`src/jsu_pkg.sv`:
```
// Package for the JSON string unescaper: phase encoding, result kinds, error causes,
// result and bundle types, and the hex and UTF-8 helper functions.
// No dependencies.
package jsu_pkg;

    // Parser phase within one string token.
    typedef enum logic [2:0] {
        PH_IDLE,
        PH_BODY,
        PH_ESC,
        PH_HEXA,
        PH_WANT_BS,
        PH_WANT_U,
        PH_HEXB
    } t_phase;

    // Result kinds.
    localparam logic [1:0] KIND_BYTE  = 2'd0;
    localparam logic [1:0] KIND_CLOSE = 2'd1;
    localparam logic [1:0] KIND_ERROR = 2'd2;

    // Error causes.
    localparam logic [2:0] CAUSE_NO_QUOTE   = 3'd0;
    localparam logic [2:0] CAUSE_CTRL_CHAR  = 3'd1;
    localparam logic [2:0] CAUSE_BAD_ESCAPE = 3'd2;
    localparam logic [2:0] CAUSE_BAD_HEX    = 3'd3;
    localparam logic [2:0] CAUSE_SURROGATE  = 3'd4;
    localparam logic [2:0] CAUSE_EARLY_END  = 3'd5;

    // Upper six bits of high and low surrogates.
    localparam logic [5:0] HIGH_SURR_TAG = 6'b110110;
    localparam logic [5:0] LOW_SURR_TAG  = 6'b110111;

    // One result item.
    typedef struct packed {
        logic [1:0] kind;
        logic [7:0] data;
        logic [2:0] cause;
    } t_result;

    // All results caused by one input item.
    typedef struct packed {
        t_result [3:0] res;
        logic [2:0]    count;
    } t_bundle;

    // UTF-8 encoding of one code point.
    typedef struct packed {
        logic [3:0][7:0] bytes;
        logic [2:0]      count;
    } t_utf8;

    // Hex digit value; bit 4 flags a valid digit.
    function automatic logic [4:0] hex_value(input logic [7:0] b);
        logic [4:0] v;
        v = 5'd0;
        if (b >= 8'h30 && b <= 8'h39) begin
            v = {1'b1, 4'(b - 8'h30)};
        end else if (b >= 8'h61 && b <= 8'h66) begin
            v = {1'b1, 4'(b - 8'h57)};
        end else if (b >= 8'h41 && b <= 8'h46) begin
            v = {1'b1, 4'(b - 8'h37)};
        end
        return v;
    endfunction

    // Encode a code point (at most 0x10FFFF) into one to four UTF-8 bytes.
    function automatic t_utf8 encode_utf8(input logic [20:0] cp);
        t_utf8 u;
        u.bytes = '0;
        if (cp < 21'h80) begin
            u.bytes[0] = cp[7:0];
            u.count    = 3'd1;
        end else if (cp < 21'h800) begin
            u.bytes[0] = {3'b110, cp[10:6]};
            u.bytes[1] = {2'b10, cp[5:0]};
            u.count    = 3'd2;
        end else if (cp < 21'h10000) begin
            u.bytes[0] = {4'b1110, cp[15:12]};
            u.bytes[1] = {2'b10, cp[11:6]};
            u.bytes[2] = {2'b10, cp[5:0]};
            u.count    = 3'd3;
        end else begin
            u.bytes[0] = {5'b11110, cp[20:18]};
            u.bytes[1] = {2'b10, cp[17:12]};
            u.bytes[2] = {2'b10, cp[11:6]};
            u.bytes[3] = {2'b10, cp[5:0]};
            u.count    = 3'd4;
        end
        return u;
    endfunction

endpackage

```
`src/jsu_decode.sv`:
```
// Token parser for the JSON string unescaper: holds the parse state and turns one
// raw byte into a bundle of up to four results. Depends on jsu_pkg.
module jsu_decode
    import jsu_pkg::*;
(
    input  logic       i_clk,
    input  logic       i_rst_n,
    input  logic       i_fire,
    input  logic [7:0] i_byte,
    input  logic       i_eod,
    input  logic       i_emit,
    output t_bundle    o_bundle
);

    t_phase      r_phase,      n_phase;
    logic [1:0]  r_hex_count,  n_hex_count;
    logic [15:0] r_code_accum, n_code_accum;
    logic [9:0]  r_high_part,  n_high_part;

    logic [4:0]  hexv;
    logic [15:0] acc;
    t_utf8       enc;
    logic [2:0]  nb;
    logic [3:0][7:0] bytes;
    logic        err;
    logic [2:0]  cause;
    logic        closed;
    logic        to_idle;

    // Parse one byte and compute the next state.
    always_comb begin
        n_phase      = r_phase;
        n_hex_count  = r_hex_count;
        n_code_accum = r_code_accum;
        n_high_part  = r_high_part;
        nb           = 3'd0;
        bytes        = '0;
        err          = 1'b0;
        cause        = CAUSE_NO_QUOTE;
        closed       = 1'b0;
        hexv         = hex_value(i_byte);
        acc          = {r_code_accum[11:0], hexv[3:0]};
        enc          = encode_utf8({5'd0, acc});

        case (r_phase)
            PH_BODY: begin
                if (i_byte == 8'h22) begin
                    closed = 1'b1;
                end else if (i_byte < 8'd32) begin
                    err   = 1'b1;
                    cause = CAUSE_CTRL_CHAR;
                end else if (i_byte == 8'h5c) begin
                    n_phase = PH_ESC;
                end else begin
                    bytes[0] = i_byte;
                    nb       = 3'd1;
                end
            end
            PH_ESC: begin
                n_phase = PH_BODY;
                nb      = 3'd1;
                case (i_byte)
                    8'h22, 8'h5c, 8'h2f: bytes[0] = i_byte;
                    8'h62: bytes[0] = 8'd8;
                    8'h66: bytes[0] = 8'd12;
                    8'h6e: bytes[0] = 8'd10;
                    8'h72: bytes[0] = 8'd13;
                    8'h74: bytes[0] = 8'd9;
                    8'h75: begin
                        nb           = 3'd0;
                        n_phase      = PH_HEXA;
                        n_hex_count  = 2'd0;
                        n_code_accum = 16'd0;
                    end
                    default: begin
                        nb    = 3'd0;
                        err   = 1'b1;
                        cause = CAUSE_BAD_ESCAPE;
                    end
                endcase
            end
            PH_HEXA, PH_HEXB: begin
                if (!hexv[4]) begin
                    err   = 1'b1;
                    cause = CAUSE_BAD_HEX;
                end else begin
                    n_code_accum = acc;
                    if (r_hex_count != 2'd3) begin
                        n_hex_count = r_hex_count + 2'd1;
                    end else begin
                        n_hex_count = 2'd0;
                        if (r_phase == PH_HEXA) begin
                            if (acc[15:10] == HIGH_SURR_TAG) begin
                                n_high_part = acc[9:0];
                                n_phase     = PH_WANT_BS;
                            end else if (acc[15:10] == LOW_SURR_TAG) begin
                                err   = 1'b1;
                                cause = CAUSE_SURROGATE;
                            end else begin
                                bytes   = enc.bytes;
                                nb      = enc.count;
                                n_phase = PH_BODY;
                            end
                        end else begin
                            if (acc[15:10] == LOW_SURR_TAG) begin
                                enc = encode_utf8(21'h10000 +
                                                  {1'b0, r_high_part, acc[9:0]});
                                bytes   = enc.bytes;
                                nb      = enc.count;
                                n_phase = PH_BODY;
                            end else begin
                                err   = 1'b1;
                                cause = CAUSE_SURROGATE;
                            end
                        end
                    end
                end
            end
            PH_WANT_BS: begin
                if (i_byte == 8'h5c) begin
                    n_phase = PH_WANT_U;
                end else begin
                    err   = 1'b1;
                    cause = CAUSE_SURROGATE;
                end
            end
            PH_WANT_U: begin
                if (i_byte == 8'h75) begin
                    n_phase      = PH_HEXB;
                    n_hex_count  = 2'd0;
                    n_code_accum = 16'd0;
                end else begin
                    err   = 1'b1;
                    cause = CAUSE_SURROGATE;
                end
            end
            default: begin
                if (i_byte == 8'h22) begin
                    n_phase = PH_BODY;
                end else begin
                    err   = 1'b1;
                    cause = CAUSE_NO_QUOTE;
                end
            end
        endcase

        // End of data without a closing quote is an error of its own.
        if (!err && !closed && i_eod) begin
            err   = 1'b1;
            cause = CAUSE_EARLY_END;
        end

        to_idle = err || closed;
        if (to_idle) begin
            n_phase      = PH_IDLE;
            n_hex_count  = 2'd0;
            n_code_accum = 16'd0;
            n_high_part  = 10'd0;
        end
    end

    // Assemble the result bundle.
    always_comb begin
        o_bundle = '0;
        if (err) begin
            o_bundle.res[0].kind  = KIND_ERROR;
            o_bundle.res[0].cause = cause;
            o_bundle.count        = 3'd1;
        end else if (closed) begin
            // A closing quote never comes with decoded bytes.
            o_bundle.res[0].kind = KIND_CLOSE;
            o_bundle.count       = 3'd1;
        end else if (i_emit) begin
            for (int i = 0; i < 4; i++) begin
                o_bundle.res[i].kind = KIND_BYTE;
                o_bundle.res[i].data = bytes[i];
            end
            o_bundle.count = nb;
        end
    end

    // Parse state register.
    always_ff @(posedge i_clk) begin
        if (!i_rst_n) begin
            r_phase      <= PH_IDLE;
            r_hex_count  <= 2'd0;
            r_code_accum <= 16'd0;
            r_high_part  <= 10'd0;
        end else if (i_fire) begin
            r_phase      <= n_phase;
            r_hex_count  <= n_hex_count;
            r_code_accum <= n_code_accum;
            r_high_part  <= n_high_part;
        end
    end

endmodule

```
`src/jsu_serialize.sv`:
```
// Result register for the JSON string unescaper: holds one bundle and sends its
// results one transfer per cycle on the output stream while it is ready. Depends on jsu_pkg.
module jsu_serialize
    import jsu_pkg::*;
(
    input  logic        i_clk,
    input  logic        i_rst_n,
    input  logic        i_load,
    input  t_bundle     i_bundle,
    output logic        o_can_load,
    output logic        m_axis_tvalid,
    input  logic        m_axis_tready,
    output logic [15:0] m_axis_tdata,   // out_byte [7:0], error_cause [10:8], zero [15:11]
    output logic [1:0]  m_axis_tuser,   // kind [1:0]
    output logic        m_axis_tlast
);

    logic       r_valid;
    t_bundle    r_bundle;
    logic [1:0] r_idx;
    t_result    cur;
    logic       take;
    logic       is_last;

    assign cur     = r_bundle.res[r_idx];
    assign is_last = ({1'b0, r_idx} == r_bundle.count - 3'd1);
    assign take    = r_valid && m_axis_tready;

    // A new bundle may enter when none is held or as the last result of the held one leaves.
    assign o_can_load = !r_valid || (take && is_last);

    assign m_axis_tvalid = r_valid;
    assign m_axis_tdata  = {5'd0, cur.cause, cur.data};
    assign m_axis_tuser  = cur.kind;
    assign m_axis_tlast  = is_last;

    // Bundle payload.
    always_ff @(posedge i_clk) begin
        if (i_load && o_can_load) begin
            r_bundle <= i_bundle;
        end
    end

    // Valid flag and result index.
    always_ff @(posedge i_clk) begin
        if (!i_rst_n) begin
            r_valid <= 1'b0;
            r_idx   <= 2'd0;
        end else if (o_can_load) begin
            r_valid <= i_load && (i_bundle.count != 3'd0);
            r_idx   <= 2'd0;
        end else if (take) begin
            r_idx <= r_idx + 2'd1;
        end
    end

endmodule

```
`src/json_string_unescape.sv`:
```
// JSON string unescaper, top level: input register, parser and result register.
// Flow: an accepted byte is held in the input register and parsed when the result register
// can take its bundle; the result register then holds it and offers its first result.
// Throughput: one byte per cycle while no byte yields more than one result and the output
// is ready; else a byte holds the input until its last result is sent, one per transfer.
// Reset (synchronous, active low) returns the parser to idle awaiting the opening quote,
// empties both registers and sets emit_decoded to 1.
module json_string_unescape
    import jsu_pkg::*;
(
    input  logic        i_clk,
    input  logic        i_rst_n,
    input  logic        i_cfg_we,
    input  logic        i_cfg_wdata,    // emit_decoded
    input  logic        s_axis_tvalid,
    output logic        s_axis_tready,
    input  logic [7:0]  s_axis_tdata,   // in_byte [7:0]
    input  logic        s_axis_tlast,   // end_of_data
    output logic        m_axis_tvalid,
    input  logic        m_axis_tready,
    output logic [15:0] m_axis_tdata,   // out_byte [7:0], error_cause [10:8], zero [15:11]
    output logic [1:0]  m_axis_tuser,   // kind [1:0]
    output logic        m_axis_tlast    // last
);

    logic       r_emit;
    logic       r_in_valid;
    logic [7:0] r_in_byte;
    logic       r_in_eod;
    logic       can_load;
    logic       dec_fire;
    t_bundle    bundle;

    // The held byte is parsed when the result register can take its bundle.
    assign dec_fire      = r_in_valid && can_load;
    assign s_axis_tready = !r_in_valid || dec_fire;

    // Configuration register.
    always_ff @(posedge i_clk) begin
        if (!i_rst_n) begin
            r_emit <= 1'b1;
        end else if (i_cfg_we) begin
            r_emit <= i_cfg_wdata;
        end
    end

    // Input register.
    always_ff @(posedge i_clk) begin
        if (!i_rst_n) begin
            r_in_valid <= 1'b0;
        end else if (s_axis_tready) begin
            r_in_valid <= s_axis_tvalid;
        end
    end

    always_ff @(posedge i_clk) begin
        if (s_axis_tvalid && s_axis_tready) begin
            r_in_byte <= s_axis_tdata;
            r_in_eod  <= s_axis_tlast;
        end
    end

    jsu_decode u_decode (
        .i_clk    (i_clk),
        .i_rst_n  (i_rst_n),
        .i_fire   (dec_fire),
        .i_byte   (r_in_byte),
        .i_eod    (r_in_eod),
        .i_emit   (r_emit),
        .o_bundle (bundle)
    );

    jsu_serialize u_serialize (
        .i_clk         (i_clk),
        .i_rst_n       (i_rst_n),
        .i_load        (dec_fire),
        .i_bundle      (bundle),
        .o_can_load    (can_load),
        .m_axis_tvalid (m_axis_tvalid),
        .m_axis_tready (m_axis_tready),
        .m_axis_tdata  (m_axis_tdata),
        .m_axis_tuser  (m_axis_tuser),
        .m_axis_tlast  (m_axis_tlast)
    );

endmodule
```
`config.mk`:
```
export PLATFORM = sky130hd
export DESIGN_NAME = json_string_unescape
export DESIGN_NICKNAME = d
export VERILOG_FILES = /design/src/jsu_pkg.sv /design/src/jsu_decode.sv /design/src/jsu_serialize.sv /design/src/json_string_unescape.sv
export SDC_FILE = /design/constraint.sdc
export NUM_CORES = 1
export LEC_CHECK = 0
export BUFFER_PORTS_ARGS = -buffer_cell sky130_fd_sc_hd__buf_2
export CORE_ASPECT_RATIO = 0.6
export CORE_MARGIN = 10
export CORE_UTILIZATION = 56
export CTS_CLUSTER_DIAMETER = 100
export CTS_CLUSTER_SIZE = 25
export DETAILED_ROUTE_END_ITERATION = 8
export PLACE_DENSITY = 0.89
export RECOVER_POWER = 25
export SLEW_MARGIN = 20
export SYNTH_ARGS = -nofsm -noshare
export SYNTH_HDL_FRONTEND = slang
export SYNTH_HIERARCHICAL = 1
export SYNTH_SLANG_ARGS = --single-unit
export TNS_END_PERCENT = 5
```
`constraint.sdc`:
```
create_clock -name i_clk -period 3.4 [get_ports i_clk]
set_input_delay 0.68 -clock i_clk [delete_from_list [all_inputs] [get_ports i_clk]]
set_output_delay 0.68 -clock i_clk [all_outputs]
set_load 0.02 [all_outputs]
```
==> results.json, run 1 <==
{
  "yosys_most_used_dff": "edfxtp_1",
  "internal-power_mw": 2.02,
  "fin_crit_ns": 3.16,
  "r2r_end": "u_decode/r_code_accum[8]$_SDFFE_PN0P_",
  "synth_edf_count": 64,
  "worstSetupStartpointType": "flop",
  "tns_ns": 0,
  "rows": 28,
  "fin_total_pwr_mw": 2.65,
  "slew_headroom": 0.373,
  "dp_slack_ns": 0.197,
  "cts_buffers": 9,
  "seqCellArea_um2": 2560,
  "die-area_um2": 14700,
  "routed_wirelength_um": 16300,
  "drt_iter0_markers": 886,
  "fp.dieH_um": 97.9,
  "die_w_um": 150,
  "holdWs_ns": 0.466,
  "layout_common_cells": "64 x nand2_1, 64 x edfxtp_1, 37 x nor2_1",
  "seq_power_share": 0.493,
  "pwr-share-comb": 0.086,
  "hold_violations": 0,
  "worst-slew-pin-transition_ns": 0.931,
  "critPathArrivalTime_ns": 3.43,
  "p_leak_nw": 2.18,
  "power.switching_mw": 0.632,
  "dp_cells": 736,
  "maxSlewViolCount": 0,
  "sw_frac_of_total": 0.238,
  "ys_types": 75,
  "r2r_slack_ns": 0.24,
  "status": "finished, final reports clean",
  "drc_errors": 0,
  "powerDensity_nw_per_um2": 423,
  "dr_total_vias": 4948,
  "antenna_found_initial": 0,
  "drive_gt1_frac": 0.155,
  "yosysWarnings": 6,
  "crit_type": "flop to flop",
  "seq_area_frac_synth": 0.453,
  "synthArstFlopShare": 0,
  "grt_start_max_net_pins": 35,
  "nets": 637,
  "grt.overflow.total": 0,
  "gp_congestion": 0.973,
  "worst_clock_skew_ns": 0.0124,
  "yosys_register_bits": 96,
  "min_path_cells": 2,
  "clock_sinks": 96,
  "avgSynthCellArea_um2": 9.81,
  "dp_hpwl_um": 12100,
  "crit_fanout": 13,
  "cp-endpoint": "u_decode/r_code_accum[8]$_SDFFE_PN0P_",
  "area_growth_pct": 10.9,
  "postSynthCellCount": 577,
  "drt-vias-per-instance": 6.56,
  "vdd_drop_max_uv": 303,
  "cts_max_level": 3,
  "cts_hold_buf": 0,
  "fmax_mhz": 317,
  "io_pins": 36,
  "finalWorstSetupSlack_ns": 0.241,
  "root_buffer": "clkbuf_16",
  "tritoncts": "yes",
  "grt_pass1_wl_um": 25600,
  "drv_cap": 0,
  "firstDrtPassIters": 6,
  "rsz0062_at_grt": "false",
  "clockBufferDepth": 2,
  "grtUsageTotal": 0.220,
  "grt_pass1_vias": 4549,
  "antenna_left": 0,
  "cp-end-kind": "flop",
  "multi_input_area_um2": 2770,
  "insertion_delay_ns": 0.35,
  "core_area_um2": 9840,
  "cp.required_ns": 3.67,
  "wl_per_cell_um": 21.6,
  "fin_cells": 754,
  "port_buffers": 30,
  "antennaDiodeCount": 0,
  "syn-cell-area_um2": 5660,
  "crit_start": "r_in_byte[0]$_DFFE_PP_",
  "n_fill_cell": 801,
  "path_clk_slew_ns": 0.07,
  "initial_core_util": 0.575,
  "setup_violations": 0,
  "rr_worst_depth": 9,
  "r2r_start": "r_in_byte[0]$_DFFE_PP_",
  "min_path_type": "flop to flop",
  "fin_crit_sh": 0.929,
  "clkPwrFrac": 0.422
}
logic make-up after synthesis:
logic type,count (synthesis),synth area share
flip-flops,96,0.453
AO/OA/AOI/OAI,150,0.178
adder cells (fa/ha/maj),8,0.0177
AND/OR/NAND/NOR,220,0.206
multiplexers,15,0.0599
buffers and inverters,78,0.0723
other,2,0.00133
XOR/XNOR,8,0.0124
worst min-delay path by stage:
| stage | from | end | slack, ns |
|---|---|---|---|
| 2_1_floorplan | u_decode/r_hex_count[1]$_SDFFE_PN0P_ | u_decode/r_hex_count[1]$_SDFFE_PN0P_ | 0.43 |
| 3_3_place_gp | u_decode/r_hex_count[1]$_SDFFE_PN0P_ | u_decode/r_hex_count[1]$_SDFFE_PN0P_ | 0.44 |
| 3_5_place_dp | u_decode/r_hex_count[1]$_SDFFE_PN0P_ | u_decode/r_hex_count[1]$_SDFFE_PN0P_ | 0.45 |
| 4_1_cts | u_decode/r_hex_count[1]$_SDFFE_PN0P_ | u_decode/r_hex_count[1]$_SDFFE_PN0P_ | 0.47 |
| 5_1_grt | u_decode/r_hex_count[1]$_SDFFE_PN0P_ | u_decode/r_hex_count[1]$_SDFFE_PN0P_ | 0.49 |
| 6_report | u_decode/r_hex_count[1]$_SDFFE_PN0P_ | u_decode/r_hex_count[1]$_SDFFE_PN0P_ | 0.47 |
metrics by stage:
step                area [um2]  utilization
global placement          5960        0.606
detailed placement        5960        0.606
finish                    6280        0.638
global route              6280        0.638
floorplan                 5740            -
CTS                       6290        0.639
power by group through the flow:
stage	registers [mW]	logic, mW	clock network [mW]
detailed placement	1.34	0.222	0
global placement	1.33	0.215	0
finish	1.31	0.227	1.12
CTS	1.31	0.223	1.13
floorplan	1.33	0.170	0
global route	1.31	0.246	1.18
layout make-up:
| class | count | share of cell area |
|---|---|---|
| Clock buffer | 10 | 0.0365 |
| Multi-Input combinational cell | 424 | 0.442 |
| Tap cell | 135 | 0.0269 |
| Sequential cell | 96 | 0.408 |
| Clock inverter | 6 | 0.0155 |
| Inverter | 22 | 0.0132 |
| Timing Repair Buffer | 61 | 0.0580 |
critical path: stages (launching register included):
cell and delay (ns):
edfxtp_1 0.41, buf_4 0.17, ha_1 0.20, o21bai_1 0.10
a2111oi_2 0.45, nor3b_2 0.11, o31a_1 0.40, or3_1 0.42
or4_4 0.63, o21ai_1 0.18
synth_stat cells, types with 7 or more instances:
cell type	number	area, um2
buf_4	26	195
inv_1	22	82.6
nand2_1	64	240
nor3_1	30	150
nand3_1	12	60.1
a22oi_1	11	82.6
nor4_1	10	62.6
dfxtp_1	32	641
nand2b_1	10	62.6
clkbuf_1	25	93.8
o21ai_2	10	87.6
nor2_1	37	139
mux4_1	7	184
a21oi_1	30	150
o31ai_1	7	52.6
o21ai_0	34	170
ha_1	8	100
o22ai_1	8	50.1
edfxtp_1	64	1920
flip-flops by register name, summed over array words and instances, names as in the netlist:
name and flops:
u_serialize/r_bundle 55, u_decode/r_code_accum 12, u_decode/r_high_part 10, r_in_byte 8, u_decode/r_phase 3, u_decode/r_hex_count 2, u_serialize/r_idx 2, r_emit 1
r_in_eod 1, r_in_valid 1, u_serialize/m_axis_tvalid 1
repair_timing:
| action | CTS | global route |
|---|---|---|
| resized for setup | 0 | 1 |
| buffers inserted | 0 | 2 |
| endpoints found under the setup margin | 0 | 1 |
routing by layer:
| layer | vias to the layer above | share of wire | track usage |
|---|---|---|---|
| met5 | - | 0 | 0 |
| met4 | 0 | 0.018 | 0.0506 |
| met3 | 49 | 0.14 | 0.0710 |
| met2 | 356 | 0.43 | 0.315 |
| met1 | 2345 | 0.42 | 0.313 |
| li1 | 2198 | - | - |
(Power assumes the default switching activity.)
==> run 2, diff against run 1 <==
- CORE_UTILIZATION: 56 -> 25
- PLACE_DENSITY: 0.89 -> 0.53
==> run 2 against run 1 <==
Count of clock-buffer cells in the layout fell by 1; worst hold slack better by 0.0053 ns; global-route usage decreased by 10 points; final area up 3.4%; wire length increased by 5.5%; die area is 100% higher; final cell count up 23%.
==> results.json, run 2 (synthesis gave the netlist of run 1 again) <==
{
  "area_growth_pct": 14.6,
  "slew_headroom": 0.512,
  "cts_hold_buf": 0,
  "cts_buffers": 9,
  "wl_per_cell_um": 18.5,
  "pwr-share-comb": 0.087,
  "top_register": "u_serialize/r_bundle",
  "firstDrtPassIters": 5,
  "layout_common_cells": "64 x nand2_1, 64 x edfxtp_1, 37 x nor2_1",
  "cts_setup_buffers": 0,
  "dp_hpwl_um": 13000,
  "port_buffers": 30,
  "hold_violations": 0,
  "root_buffer": "clkbuf_16",
  "status": "finished, final reports clean",
  "crit_fanout": 13,
  "cp-end-kind": "flop",
  "r2r_end": "u_decode/r_code_accum[6]$_SDFFE_PN0P_",
  "fin_total_pwr_mw": 2.61,
  "vdd_drop_max_uv": 237,
  "utilization": 0.293,
  "rsz0062_at_grt": "false",
  "min_path_type": "flop to flop",
  "drt_iter0_markers": 615,
  "cp.required_ns": 3.70,
  "worstSetupStartpointType": "flop",
  "seq_power_share": 0.502,
  "routed_wirelength_um": 17200,
  "nets": 637,
  "drive_gt1_frac": 0.150,
  "crit_type": "flop to flop",
  "fin_crit_ns": 3.17,
  "path_cells": "inv_1 > ha_1 > o21bai_1 > a2111oi_2 > nor3b_2 > o31a_1 > or3_1 > or4_4 > o21ai_1",
  "cts_resized": 0,
  "grtUsageTotal": 0.120,
  "largest_reg_flops": 55,
  "core_area_um2": 22200,
  "antenna_left": 0,
  "use_met1": 0.185,
  "min_from": "u_decode/r_hex_count[1]$_SDFFE_PN0P_",
  "grt.overflow.total": 0,
  "setup_violations": 0,
  "fmax_mhz": 316,
  "cpPeakStageDelay_ns": 0.64,
  "drt-vias-per-instance": 5.03,
  "gr-usage-met2": 0.144,
  "fin_crit_sh": 0.932,
  "r2r_slack_ns": 0.23,
  "drv_cap": 0,
  "critPathArrivalTime_ns": 3.47,
  "initial_core_util": 0.255,
  "slowest_stage": "or4_4",
  "fp.dieH_um": 137,
  "rows": 42,
  "internal-power_mw": 1.94,
  "die-area_um2": 29300,
  "antenna_found_initial": 1,
  "rr_worst_depth": 9,
  "grt_start_max_net_pins": 56,
  "min_path_cells": 2,
  "grt_pass1_vias": 4379,
  "dr_total_vias": 4666,
  "drc_errors": 0,
  "sw_frac_of_total": 0.254,
  "grt.busiest_layer": "met1",
  "insertion_delay_ns": 0.37,
  "maxSlewViolCount": 0,
  "clock_sinks": 96,
  "n_fill_cell": 2366,
  "globalRouteMet3Util": 0.0496,
  "io_pins": 36,
  "top_regs": "u_serialize/r_bundle x55, u_decode/r_code_accum x12, u_decode/r_high_part x10",
  "worst_clock_skew_ns": 0.0116,
  "worst-slew-pin-transition_ns": 0.732,
  "gp_congestion": 1.00,
  "grt_pass1_wl_um": 26900,
  "clkPwrFrac": 0.411,
  "tritoncts": "yes",
  "die_w_um": 214,
  "p_leak_nw": 2.16,
  "powerDensity_nw_per_um2": 402,
  "cts_max_level": 3,
  "power.switching_mw": 0.661,
  "path_clk_slew_ns": 0.07,
  "min_to": "u_decode/r_hex_count[1]$_SDFFE_PN0P_",
  "r2r_start": "r_in_byte[0]$_DFFE_PP_",
  "tns_ns": 0,
  "clockBufferDepth": 2
}
run 2: worst max path at each step:
stage	end	slack [ns]	start
3_5_place_dp	u_decode/r_code_accum[6]$_SDFFE_PN0P_	0.26	r_in_byte[0]$_DFFE_PP_
4_1_cts	u_decode/r_code_accum[6]$_SDFFE_PN0P_	0.23	r_in_byte[0]$_DFFE_PP_
2_1_floorplan	u_serialize/r_bundle[0]$_DFFE_PP_	0.19	u_serialize/r_bundle[0]$_DFFE_PP_
3_3_place_gp	u_decode/r_code_accum[8]$_SDFFE_PN0P_	0.32	r_in_byte[0]$_DFFE_PP_
6_report	u_decode/r_code_accum[6]$_SDFFE_PN0P_	0.23	r_in_byte[0]$_DFFE_PP_
5_1_grt	u_serialize/m_axis_tvalid$_SDFFE_PN0P_	0.02	r_in_byte[0]$_DFFE_PP_
run 2: layer usage:
layer,vias up,share of wire
met5,-,0
met3,16,0.11
met2,214,0.36
li1,2201,-
met1,2235,0.52
met4,0,0.0099
run 2: layout make-up:
type	instances	area, um2	area share
repair buffers	61	374	0.0577
diodes	1	2.50	0.000386
multi-input cells	424	2780	0.428
inverters	22	82.6	0.0127
well taps	308	385	0.0594
flip-flops and latches	96	2560	0.395
clock buffers	9	225	0.0347
clock inverters	7	78.8	0.0121
run 2: power groups by stage:
stage                     Sequential (mW)  Clock, mW  Combinational, mW
after floorplan                      1.33          0              0.170
after global placement               1.34          0              0.231
after detailed placement             1.33          0              0.230
after CTS                            1.31       1.11              0.231
after global routing                 1.31       1.16              0.249
final                                1.31       1.07              0.226
run 2: critical path, delay by kind of cell (launching register included):
family	cells	cell delay (ns)
AND/OR/NAND/NOR	3	1.16
buffers and inverters	1	0.16
flip-flops	1	0.52
adder cells (fa/ha/maj)	1	0.17
AO/OA/AOI/OAI	4	1.08
run 2: per-stage QoR:
step | std cells | hold slack [ns] | setup WS (ns) | instance area [um2]
after floorplan | 598 | 0.434 | 0.192 | 5740
after global placement | 911 | 0.448 | 0.318 | 6210
after detailed placement | 911 | 0.460 | 0.260 | 6210
after CTS | 927 | 0.461 | 0.230 | 6510
after global routing | 927 | 0.463 | 0.0191 | 6490
final | 928 | 0.471 | 0.232 | 6490
